[src/rtl/tfn_pkg.sv]
// Package for the triangle face normal unit: widths, types and constants.
// Used by every RTL module in this folder; no dependencies.
`timescale 1ns / 1ps
`default_nettype none
package tfn_pkg;
  localparam int VertexDepth = 1024;
  localparam int AddrW = $clog2(VertexDepth);
  localparam int IdxW = 10;
  localparam int PosW = 16;
  localparam int DiffW = 17;
  localparam int CrossW = 36;
  localparam int MagW = 35;
  localparam int SumW = 72;
  localparam int RootW = 37;
  localparam int DivW = 49;
  localparam int NormW = 16;
  localparam int QDepth = 2;

  // front-to-back job record
  typedef struct packed {
    logic [IdxW-1:0] ca;
    logic [IdxW-1:0] cb;
    logic [IdxW-1:0] cc;
    logic signed [PosW-1:0] p0x, p0y, p0z;
    logic signed [PosW-1:0] p1x, p1y, p1z;
    logic signed [PosW-1:0] p2x, p2y, p2z;
  } job_t;

  typedef enum logic [1:0] {
    FE_IDLE,
    FE_READ,
    FE_PUSH
  } fe_state_t;

  typedef enum logic [3:0] {
    BE_IDLE,
    BE_CROSS,
    BE_SQ,
    BE_ROOT,
    BE_DIV,
    BE_EMIT
  } be_state_t;
endpackage
`default_nettype wire

[src/rtl/tfn_queue.sv]
// Two-entry job queue between front and back ends.
// Depends on tfn_pkg.
`timescale 1ns / 1ps
`default_nettype none
module tfn_queue
  import tfn_pkg::*;
(
  input  wire logic clk,
  input  wire logic rst_n,
  input  job_t      wr_job,
  input  wire logic wr_valid,
  output logic      wr_ready,
  output job_t      rd_job,
  output logic      rd_valid,
  input  wire logic rd_ready
);
  job_t q_r [QDepth];
  logic wp_r, rp_r;
  logic [1:0] cnt_r;
  logic wr, rd;

  assign wr_ready = (cnt_r != 2'(QDepth));
  assign rd_valid = (cnt_r != 2'd0);
  assign wr = wr_valid && wr_ready;
  assign rd = rd_valid && rd_ready;
  assign rd_job = q_r[rp_r];

  always_ff @(posedge clk) begin
    if (wr) q_r[wp_r] <= wr_job;
  end

  always_ff @(posedge clk) begin
    if (!rst_n) begin
      wp_r <= 1'b0;
      rp_r <= 1'b0;
      cnt_r <= '0;
    end else begin
      if (wr) wp_r <= ~wp_r;
      if (rd) rp_r <= ~rp_r;
      cnt_r <= cnt_r + {1'b0, wr} - {1'b0, rd};
    end
  end
endmodule
`default_nettype wire

[config.mk]
export PLATFORM = sky130hd
export DESIGN_NAME = tfn_queue
export DESIGN_NICKNAME = d
export VERILOG_FILES = /design/src/rtl/tfn_pkg.sv /design/src/rtl/tfn_queue.sv
export SDC_FILE = /design/constraint.sdc
export NUM_CORES = 1
export LEC_CHECK = 0
export ABC_AREA = 1
export BUFFER_PORTS_ARGS = -buffer_cell sky130_fd_sc_hd__buf_4
export CAP_MARGIN = 20
export CORE_MARGIN = 1.5
export CORE_UTILIZATION = 25
export DETAILED_ROUTE_END_ITERATION = 7
export GPL_TIMING_DRIVEN = 0
export PLACE_DENSITY = 0.53
export SLEW_MARGIN = 20
export SYNTH_ARGS = -nofsm -noshare
export SYNTH_HDL_FRONTEND = slang
export SYNTH_SLANG_ARGS = --single-unit
[constraint.sdc]
create_clock -name clk -period 11.5 [get_ports clk]
set_input_delay 2.3 -clock clk [delete_from_list [all_inputs] [get_ports clk]]
set_output_delay 2.3 -clock clk [all_outputs]
set_load 0.01 [all_outputs]
; ---- After elaboration in Yosys (flattened, before gate mapping)
; Memory sizes are Yosys's and may differ from the RTL's. A register that Yosys moved wholly into a read port is not among the register bits.
; Index checks and enable logic that the tools add are counted.
[classes]
n_reduce_logical = 3
eq_ne = 1
n_bitwise = 2
n_addsub = 2
n_mux = 4
[ops]
columns = op, count
row1 = 1-bit 2-to-1 mux, 4
row2 = 2-bit by 1-bit adder with 2-bit output, 1
row3 = 1-bit logical AND, 2
row4 = 2-bit inequality test (second input constant), 1
row5 = 1-bit inverter, 2
row6 = 2-bit nonzero test, 1
row7 = 2-bit by 1-bit subtractor with 2-bit output, 1
[totals]
out_inout_bits = 176
regBits = 4
ram_bits = 348
memories = 1
[mem_list]
columns = name, words, word_bits, read_ports, rd_clocked_by_memory_dff, wr, line
row1 = q_r, 2, 174, 1, 1, 1, tfn_queue.sv:17  ; job_t q_r [QDepth];

; ---- Depth between registers and ports, before layout
; Gate-level depths: netlist of run 1.
[depth]
ltp_word = 4
depth_mapped = 11
depth_no_buf = 11

; ---- Worst setup path before layout of run 1
; OpenSTA, ideal clock, no wires.
[synth_path]
path_kind = input-to-reg
startpoint = input wr_valid
endpoint = memory q_r[0][0] in the netlist's numbering, enable pin
path_buffers = 0
slack_ns = 1.200
path_stages = 2
arrival_ns = 9.590
cell_sequence = nand2_1 nor2_1
[synth_via]
elab_chain_cells = 3
[synth_lines]
columns = element, line
row1 = from (decl), tfn_queue.sv:11  ; input wire logic wr_valid,
row2 = 1-bit logical AND, tfn_queue.sv:24  ; assign wr = wr_valid && wr_ready;
row3 = 1-bit 2-to-1 mux, tfn_queue.sv:29  ; if (wr) q_r[wp_r] <= wr_job;
row4 = 1-bit 2-to-1 mux (not written as such), tfn_queue.sv:29
row5 = to (decl), tfn_queue.sv:17
; No other way between the ends.

==> results of run 1 <==
sequential cells by signal, summed over array words and instances, names as in the netlist, named ones only:
signal and cells:
rp_r 1, q_r 348, wp_r 1, cnt_r 2
power groups by stage:
stage               clock network [mW]  logic [mW]  registers, mW
floorplan                            0       0.505           1.73
global placement                     0       0.975           1.77
detailed placement                   0        1.02           1.69
CTS                               1.21        1.02           1.66
global route                      1.26        1.07           1.68
finish                            1.16       0.992           1.66
metal layers:
metal  part of all wire [%]  up-vias
li1                       -     3090
met3                    9.2       43
met5                      0        -
met1                     40     3284
met4                    2.3        0
met2                     48      237
worst reg2reg max path: stages, from the launching register on:
cell and delay, ns:
dfxtp_1 0.35, inv_1 0.07, nand2_1 0.14, nand2_1 0.14, nor2_4 0.28, buf_12 0.23
buf_12 0.21, buf_16 0.19, buf_12 0.21, buf_12 0.22
layout make-up:
class | count | area share [%]
tap | 672 | 4.734
clock buffer | 52 | 6.010
timing repair buffer | 363 | 16.18
clock inverter | 12 | 0.5988
sequential | 353 | 59.41
inverter | 7 | 0.1902
multi-input combinational | 198 | 11.72
buffer | 19 | 1.170
stage by stage:
stage / area [um2] / setup slack (ns) / setup TNS, ns
after floorplan: 12860 / 1.200 / 0
after global placement: 16350 / -4.189 / -722.08
after detailed placement: 16590 / 7.291 / 0
after CTS: 17760 / 7.187 / 0
after global routing: 17760 / 7.157 / 0
final: 17760 / 7.301 / 0
cell families after synthesis:
group | after synthesis
muxes | 174
DFF | 353
AOI/OAI and AO/OA | 2
buffers and inverters | 26
and+or+nand+nor | 20
adders and majority gates | 2
worst min path at each step:
stage / from / endpoint / cells past startpoint
2_1_floorplan: rp_r / register / 2
5_1_grt: rp_r / register / 2
3_3_place_gp: rp_r / rp_r / 2
6_report: rp_r / register / 2
4_1_cts: rp_r / register / 2
3_5_place_dp: rp_r / register / 2
placed cells by master, fill, tap and decap left out, drive strengths merged:
cell type,n
nand3,3
clkbuf,52
ha,2
a21oi,2
edfxtp,348
inv,7
mux2,174
nand2,9
buf,382
clkinvlp,1
dfxtp,5
bufinv,2
nor2,8
clkinv,9
==> impl_metrics.ini, run 1 <==
[outcome]
status = completed

[drt]
vias_per_cell = 3.970
drc = 0
avgRoutedWirePerCell_um = 17.08
drt_wl_total_um = 28630
postRouteAntennaNets = 0
drt_pass1_iterations = 4
drt-initial-drc-count = 319
num_vias = 6654

[critical_path]
crit_path_top_delay_cell = dfxtp_1
crit_family = buffers and inverters
crit_fanout = 10
cp_common_cell = buf_6
crit_arrival_ns = 1.90
crit_path_start_kind = register
critPathCaptureType = output pin
reg2reg_slack_ns = 9.16
worstSetupEndpoint = rd_job[46]
reg2reg_depth = 9
path_cells = buf_6 -> buf_6 -> mux2_2 -> buf_4
rr_startpoint = cnt_r[0]
cp.buffers_inverters = 3
critPathRequiredTime_ns = 9.20
crit_path_max_incr_delay_ns = 0.37
worstSetupPathDepth = 4
rr_endpoint = q_r[0][44]
crit_type = reg -> out

[logic_synthesis]
yosys-top-cells-area = edfxtp_1 (81%), mux2_2 (15%), buf_6 (1.6%)
yosys.area_share.adder_pct = 0.1946
syn_nets = 757
ys_ff_latch = 353
yosysUniqueCellTypes = 11
yosys_warnings = 0
synth_most_common_cell = edfxtp_1
synth_commonest_cells = edfxtp_1 (348), mux2_2 (174), buf_6 (18)
synth_top_family_by_area = multiplexers
async_flop_share_pct = 0
synth-xor-area-share_pct = 0
synth_top_area_share_pct = 81.28
syn_area_um2 = 12860
yosys.area_share.simple_pct = 0.6131
ys_seq_area_share_pct = 82.06
syn_inst = 577
synth_compound_area_share_pct = 0.07785
synthMuxAreaShare_pct = 15.24
syn_area_per_cell_um2 = 22.28
synth_edf_count = 348
yosys.area.top_type = edfxtp_1
ys.flop_type = edfxtp_1

[grt]
use_met1_pct = 12.43
antenna_found_initial = 0
grt_pass1_vias = 7190
grt-ovfl-total = 0
grt_use_total_pct = 10.64
busiest_layer = met2
met3_usage_pct = 4.365
grt_pass1_wl_um = 42780
grt_max_degree = 85
grtUsageMet2_pct = 17.50

[clocking]
cts.reportedPaths.clkPinSlew_ns = 0.05
clock-root-buffer = clkbuf_16
tritoncts = built
h-tree-depth = 2
clkSinkCount = 353
numCtsBuffers = 39
clk_path_buf_depth = 3
hold_buffers = 0
cts_resized = 0
clk_latency_ns = 0.54
cts_setup_buffers = 0

[final_layout]
final_core_util_pct = 35.18
drive_above_1_share_pct = 60.36
synthToLayoutAreaGrowth_pct = 38.13
seq_area_um2 = 10550
layout.nets = 1161
finalNonFillerCells = 1676
multi_input_area_um2 = 2081
antenna_cells = 0
n_fill_cell = 4884

[power_and_ir_drop]
internal-power_mw = 2.831
ir_drop_v = 0.0001264
share_comb_of_total_power_pct = 26.0
clkPwrFrac_pct = 30.5
p_sw_mw = 0.9865
power_density_nw_per_um2 = 215.0
p_leak_nw = 6.505
pwr-share-seq_pct = 43.5
swShare_pct = 25.84
total_power_mw = 3.818

[timing]
period_needed_ns = 4.199
maxSlewHeadroom_pct = 63.33
slew_violations = 0
max_freq_mhz = 238.2
setup_viol = 0
holdWs_ns = 0.5315
fin_crit_sh_pct = 36.51
rsz0062_at_grt = no
worstMarginPinSlew_ns = 0.5500
hold_violations = 0
skew_ns = 0.01428

[floorplan]
start_util_pct = 25.47
row_count = 82
dieArea_um2 = 52800
die_w_um = 229.8
core_area_um2 = 50480
die_h_um = 229.8
io_pins = 354

[placement]
placed_cells = 1612
finalWeightedCongestion = 0.7030
port_buffers = 353
dp_hpwl_um = 19410

[job]
drv_cap = 0

[hold_path]
hold_path.class = reg -> reg
(Power assumes the default switching activity.)
==> run 2: changes to the inputs <==
--- a/config.mk
+++ b/config.mk
@@ -5,14 +5,14 @@
 export SDC_FILE = /design/constraint.sdc
 export NUM_CORES = 1
 export LEC_CHECK = 0
-export ABC_AREA = 1
+export ABC_AREA = 0
 export BUFFER_PORTS_ARGS = -buffer_cell sky130_fd_sc_hd__buf_4
 export CAP_MARGIN = 20
 export CORE_MARGIN = 1.5
 export CORE_UTILIZATION = 25
 export DETAILED_ROUTE_END_ITERATION = 7
 export GPL_TIMING_DRIVEN = 0
-export PLACE_DENSITY = 0.53
+export PLACE_DENSITY = 0.55
 export SLEW_MARGIN = 20
 export SYNTH_ARGS = -nofsm -noshare
 export SYNTH_HDL_FRONTEND = slang
==> constraint.sdc (replaced) <==
create_clock -name clk -period 3.6 [get_ports clk]
set_input_delay 0.72 -clock clk [delete_from_list [all_inputs] [get_ports clk]]
set_output_delay 0.72 -clock clk [all_outputs]
set_load 0.01 [all_outputs]
==> impl_metrics.ini, run 2 <==
[clocking]
clk_path_buf_depth = 3
clk_latency_ns = 0.53
clkSinkCount = 353
h-tree-depth = 2
clock-root-buffer = clkbuf_16
cts.reportedPaths.clkPinSlew_ns = 0.06
numCtsBuffers = 40
cts_setup_buffers = 0
tritoncts = built
hold_buffers = 0
cts_resized = 0

[logic_synthesis]
synth_top_area_share_pct = 81.32
synth_commonest_cells = edfxtp_1 (348), mux2_2 (174), buf_6 (18)
syn_area_per_cell_um2 = 22.75
yosys-top-cells-area = edfxtp_1 (81%), mux2_2 (15%), buf_6 (1.6%)
ys_seq_area_share_pct = 82.10
yosys_warnings = 0
synth_most_common_cell = edfxtp_1
syn_nets = 745
syn_area_um2 = 12850
synth_edf_count = 348
async_flop_share_pct = 0
ys.flop_type = edfxtp_1
syn_inst = 565
ys_ff_latch = 353
yosysUniqueCellTypes = 17
yosys.area.top_type = edfxtp_1

[drt]
wl_met2_um = 14150
postRouteAntennaNets = 0
drt_pass1_iterations = 4
met1Wirelength_um = 11170
num_vias = 6626
vias_per_cell = 3.968
drt_wl_total_um = 28940
avgRoutedWirePerCell_um = 17.33
wl_met3_um = 2878
top_layer_used = met5
drt-initial-drc-count = 200
drc = 0

[final_layout]
seq_area_um2 = 10550
mostFrequentLayoutCell = buf_4
synthToLayoutAreaGrowth_pct = 38.60
n_fill_cell = 4888
fin_area_um2 = 17810
drive_above_1_share_pct = 61.12
multi_input_area_um2 = 2118
layout.nets = 1152
layout.cells.most_common_list = buf_4 (353), edfxtp_1 (348), mux2_2 (174), clkbuf_16 (41), buf_6 (18)
largest_reg_flops = 348
antenna_cells = 0
reg.largest.list = q_r (348), cnt_r (2)
final_core_util_pct = 35.29
regMostFlops = q_r

[floorplan]
core_area_um2 = 50480
die_h_um = 229.7
dieArea_um2 = 52770
start_util_pct = 25.46
row_count = 82
die_w_um = 229.7
io_pins = 354

[critical_path]
crit_arrival_ns = 1.87
crit_path_top_delay_cell = dfxtp_1
critPathRequiredTime_ns = 2.88
crit_path_max_incr_delay_ns = 0.38
cp_common_cell = buf_6
crit_fanout = 10
crit_path_start_kind = register
crit_type = reg -> out
path_cells = buf_6 -> buf_6 -> mux2_2 -> buf_4
cp.buffers_inverters = 3
critPathCaptureType = output pin
crit_family = buffers and inverters

[timing]
setup_viol = 0
slew_violations = 0
fin_crit_sh_pct = 72.04
period_needed_ns = 2.593
holdWs_ns = 0.3660
max_freq_mhz = 385.6
maxSlewHeadroom_pct = 56.12
rsz0062_at_grt = no
hold_violations = 0
worstMarginPinSlew_ns = 0.6567
skew_ns = 0.006967

[job]
drv_cap = 0

[placement]
finalWeightedCongestion = 0.7272
placed_cell_area_um2 = 16640
port_buffers = 353
dp_hpwl_um = 20050

[grt]
grt_pass1_wl_um = 42920
grt_pass1_vias = 7119
grt_use_total_pct = 10.73
antenna_found_initial = 1
grt-ovfl-total = 0
grt_max_degree = 47

[outcome]
status = completed

[hold_path]
hold_path.class = in -> reg

[power_and_ir_drop]
p_leak_nw = 6.490
power_density_nw_per_um2 = 685.8
ir_drop_v = 0.0003571
[run 2: cell count changes after synthesis, sizes merged, moves of 3 or more]
cell   change
nand2      -7
xnor2      +3
inv        -6
nor2       -7
nand3      -3
[run 2: final timing paths]
check / end / slack (ns) / cells after the start / from
hold reg to reg: wp_r / 0.54 / 2 / wp_r
setup reg to reg: q_r[0][83] / 1.33 / 6 / cnt_r[0]
setup / recovery: rd_job[72] / 1.01 / 4 / register
hold / removal: q_r[0][61] / 0.37 / 1 / wr_job[61]
[run 2: cells by family after synthesis]
kind of cell,Yosys count,share of synthesized area (%)
buffers and inverters,20,1.645
AOI/OAI and AO/OA,1,0.05844
xor gates and xnor gates,3,0.2045
muxes,175,15.32
adders and majority gates,2,0.1947
and+or+nand+nor,11,0.4771
DFF,353,82.10
[run 2: report_power, final]
| part | internal (mW) | total, mW | switching [mW] |
|---|---|---|---|
| clock network | 2.15 | 3.69 | 1.53 |
| logic | 1.72 | 3.27 | 1.54 |
| registers | 5.15 | 5.26 | 0.108 |
| total | 9.03 | 12.2 | 3.18 |
[run 2: stage by stage]
step / cells / TNS, ns / setup slack (ns) / power [mW]
finish: 1670 / 0 / 1.007 / 12.22
global route: 1670 / 0 / 0.8551 / 12.84
CTS: 1670 / 0 / 0.8861 / 12.51
detailed placement: 1602 / 0 / 1.121 / 8.707
global placement: 1590 / -609.83 / -2.174 / 8.638
floorplan: 565 / -29.41 / -0.1690 / 7.053
[run 2: area by class of cell]
cell class	count	area share [%]
plain buffers	19	1.166
inverters	1	0.02107
well taps	672	4.720
multi-input cells	192	11.89
clock inverters	14	0.5409
repair buffers	365	16.40
flip-flops and latches	353	59.23
clock buffers	54	6.034
[run 2: routing by layer]
metal	up-vias	GRT usage [%]
li1	3061	-
met1	3277	12.26
met2	241	17.71
met3	45	4.799
met4	2	3.922
met5	-	0
==> run 3: changes to the inputs <==
--- a/config.mk
+++ b/config.mk
@@ -5,14 +5,14 @@
 export SDC_FILE = /design/constraint.sdc
 export NUM_CORES = 1
 export LEC_CHECK = 0
-export ABC_AREA = 0
+export ABC_AREA = 1
 export BUFFER_PORTS_ARGS = -buffer_cell sky130_fd_sc_hd__buf_4
 export CAP_MARGIN = 20
 export CORE_MARGIN = 1.5
 export CORE_UTILIZATION = 25
 export DETAILED_ROUTE_END_ITERATION = 7
 export GPL_TIMING_DRIVEN = 0
-export PLACE_DENSITY = 0.55
+export PLACE_DENSITY = 0.53
 export SLEW_MARGIN = 20
 export SYNTH_ARGS = -nofsm -noshare
 export SYNTH_HDL_FRONTEND = slang
==> constraint.sdc (replaced) <==
create_clock -name clk -period 2.65 [get_ports clk]
set_input_delay 0.53 -clock clk [delete_from_list [all_inputs] [get_ports clk]]
set_output_delay 0.53 -clock clk [all_outputs]
set_load 0.01 [all_outputs]
==> impl_metrics.ini, run 3 (same netlist as run 1, synthesis figures left out) <==
[placement]
placed_cell_area_um2 = 16780
finalWeightedCongestion = 0.7111
pre_cts_ws_ns = 0.2915
dp_hpwl_um = 20360
placed_cells = 1618
port_buffers = 353

[grt]
grt_pass1_vias = 7276
grt_use_total_pct = 10.91
grt_pass1_wl_um = 43860
grt_max_degree = 29
antenna_found_initial = 1
grt-ovfl-total = 0

[critical_path]
crit_path_top_delay_cell = dfxtp_1
critPathRequiredTime_ns = 2.12
crit_arrival_ns = 1.88
path_cells = buf_6 -> buf_6 -> mux2_2 -> buf_4
critPathCaptureType = output pin
crit_fanout = 10
crit_type = reg -> out
cp_common_cell = buf_6
crit_path_start_kind = register
crit_path_max_incr_delay_ns = 0.37

[clocking]
clk_latency_ns = 0.55
clock-root-buffer = clkbuf_16
clk_path_buf_depth = 3
clkSinkCount = 353
numCtsBuffers = 41
cts_setup_buffers = 0
hold_buffers = 0
cts_resized = 0
tritoncts = built
cts.reportedPaths.clkPinSlew_ns = 0.06
h-tree-depth = 2

[timing]
skew_ns = 0.01189
fin_tns_setup_ns = 0
setup_ws_ns = 0.2360
period_needed_ns = 2.414
max_freq_mhz = 414.2
maxSlewHeadroom_pct = 60.70
worstMarginPinSlew_ns = 0.5883
rsz0062_at_grt = no
fin_crit_sh_pct = 91.09
slew_violations = 0
setup_viol = 0
holdWs_ns = 0.1604
hold_violations = 0

[power_and_ir_drop]
internal-power_mw = 12.74
p_sw_mw = 4.458
swShare_pct = 25.92
total_power_mw = 17.20
clkPwrFrac_pct = 32.2
ir_drop_v = 0.0005380
p_leak_nw = 6.635
pwr-share-seq_pct = 41.9
share_comb_of_total_power_pct = 25.9
power_density_nw_per_um2 = 950.4

[final_layout]
seq_area_um2 = 10550
layout.cells.most_common_list = buf_4 (353), edfxtp_1 (348), mux2_2 (174), clkbuf_16 (43), buf_6 (18)
layout.nets = 1169
largest_reg_flops = 348
multi_input_area_um2 = 2117
drive_above_1_share_pct = 61.24
finalNonFillerCells = 1691
final_core_util_pct = 35.85
synthToLayoutAreaGrowth_pct = 40.75
n_fill_cell = 4820
fin_area_um2 = 18100
reg.largest.list = q_r (348), cnt_r (2)
regMostFlops = q_r
antenna_cells = 0
mostFrequentLayoutCell = buf_4

[outcome]
status = completed

[floorplan]
row_count = 82
die_w_um = 229.8
io_pins = 354
die_h_um = 229.8
dieArea_um2 = 52800
core_area_um2 = 50480
start_util_pct = 25.47

[job]
drv_cap = 0

[drt]
postRouteAntennaNets = 0
drt-initial-drc-count = 215
num_vias = 6703
drt_wl_total_um = 29120
avgRoutedWirePerCell_um = 17.22
drt_pass1_iterations = 4
drc = 0
vias_per_cell = 3.964

[hold_path]
hold_path.class = in -> reg
## run 3: critical path: cells and delay by family, from the launching register on
| kind | cells | cell delay, ns |
|---|---|---|
| muxes | 1 | 0.36 |
| DFF | 1 | 0.37 |
| buffers and inverters | 3 | 0.59 |
## run 3: power groups by stage
stage / registers (mW) / clock network, mW / logic, mW
floorplan: 7.37 / 0 / 2.22
global placement: 7.45 / 0 / 4.28
detailed placement: 7.33 / 0 / 4.57
CTS: 7.22 / 5.76 / 4.59
global route: 7.28 / 5.97 / 4.80
finish: 7.21 / 5.54 / 4.45
## run 3: metal layers
layer | global-route usage [%] | part of all wire [%]
met1 | 12.75 | 39
met2 | 17.56 | 48
met3 | 5.208 | 9.9
met4 | 3.697 | 2.7
met5 | 0 | 0.034
## run 3: layout make-up
cell class	instances	share of cell area, %
well taps	672	4.646
inverters	7	0.1659
plain buffers	19	1.148
repair buffers	369	16.75
flip-flops and latches	353	58.30
multi-input cells	198	11.70
clock buffers	55	6.195
clock inverters	18	1.099
## run 3: final timing paths
| check | cells after the start | start | slack (ns) | end |
|---|---|---|---|---|
| max reg2reg | 6 | cnt_r[1] | 0.52 | q_r[1][65] |
| min reg2reg | 2 | rp_r | 0.51 | register |
| max | 4 | register | 0.24 | rd_job[86] |
| min | 1 | wr_job[170] | 0.16 | q_r[0][170] |
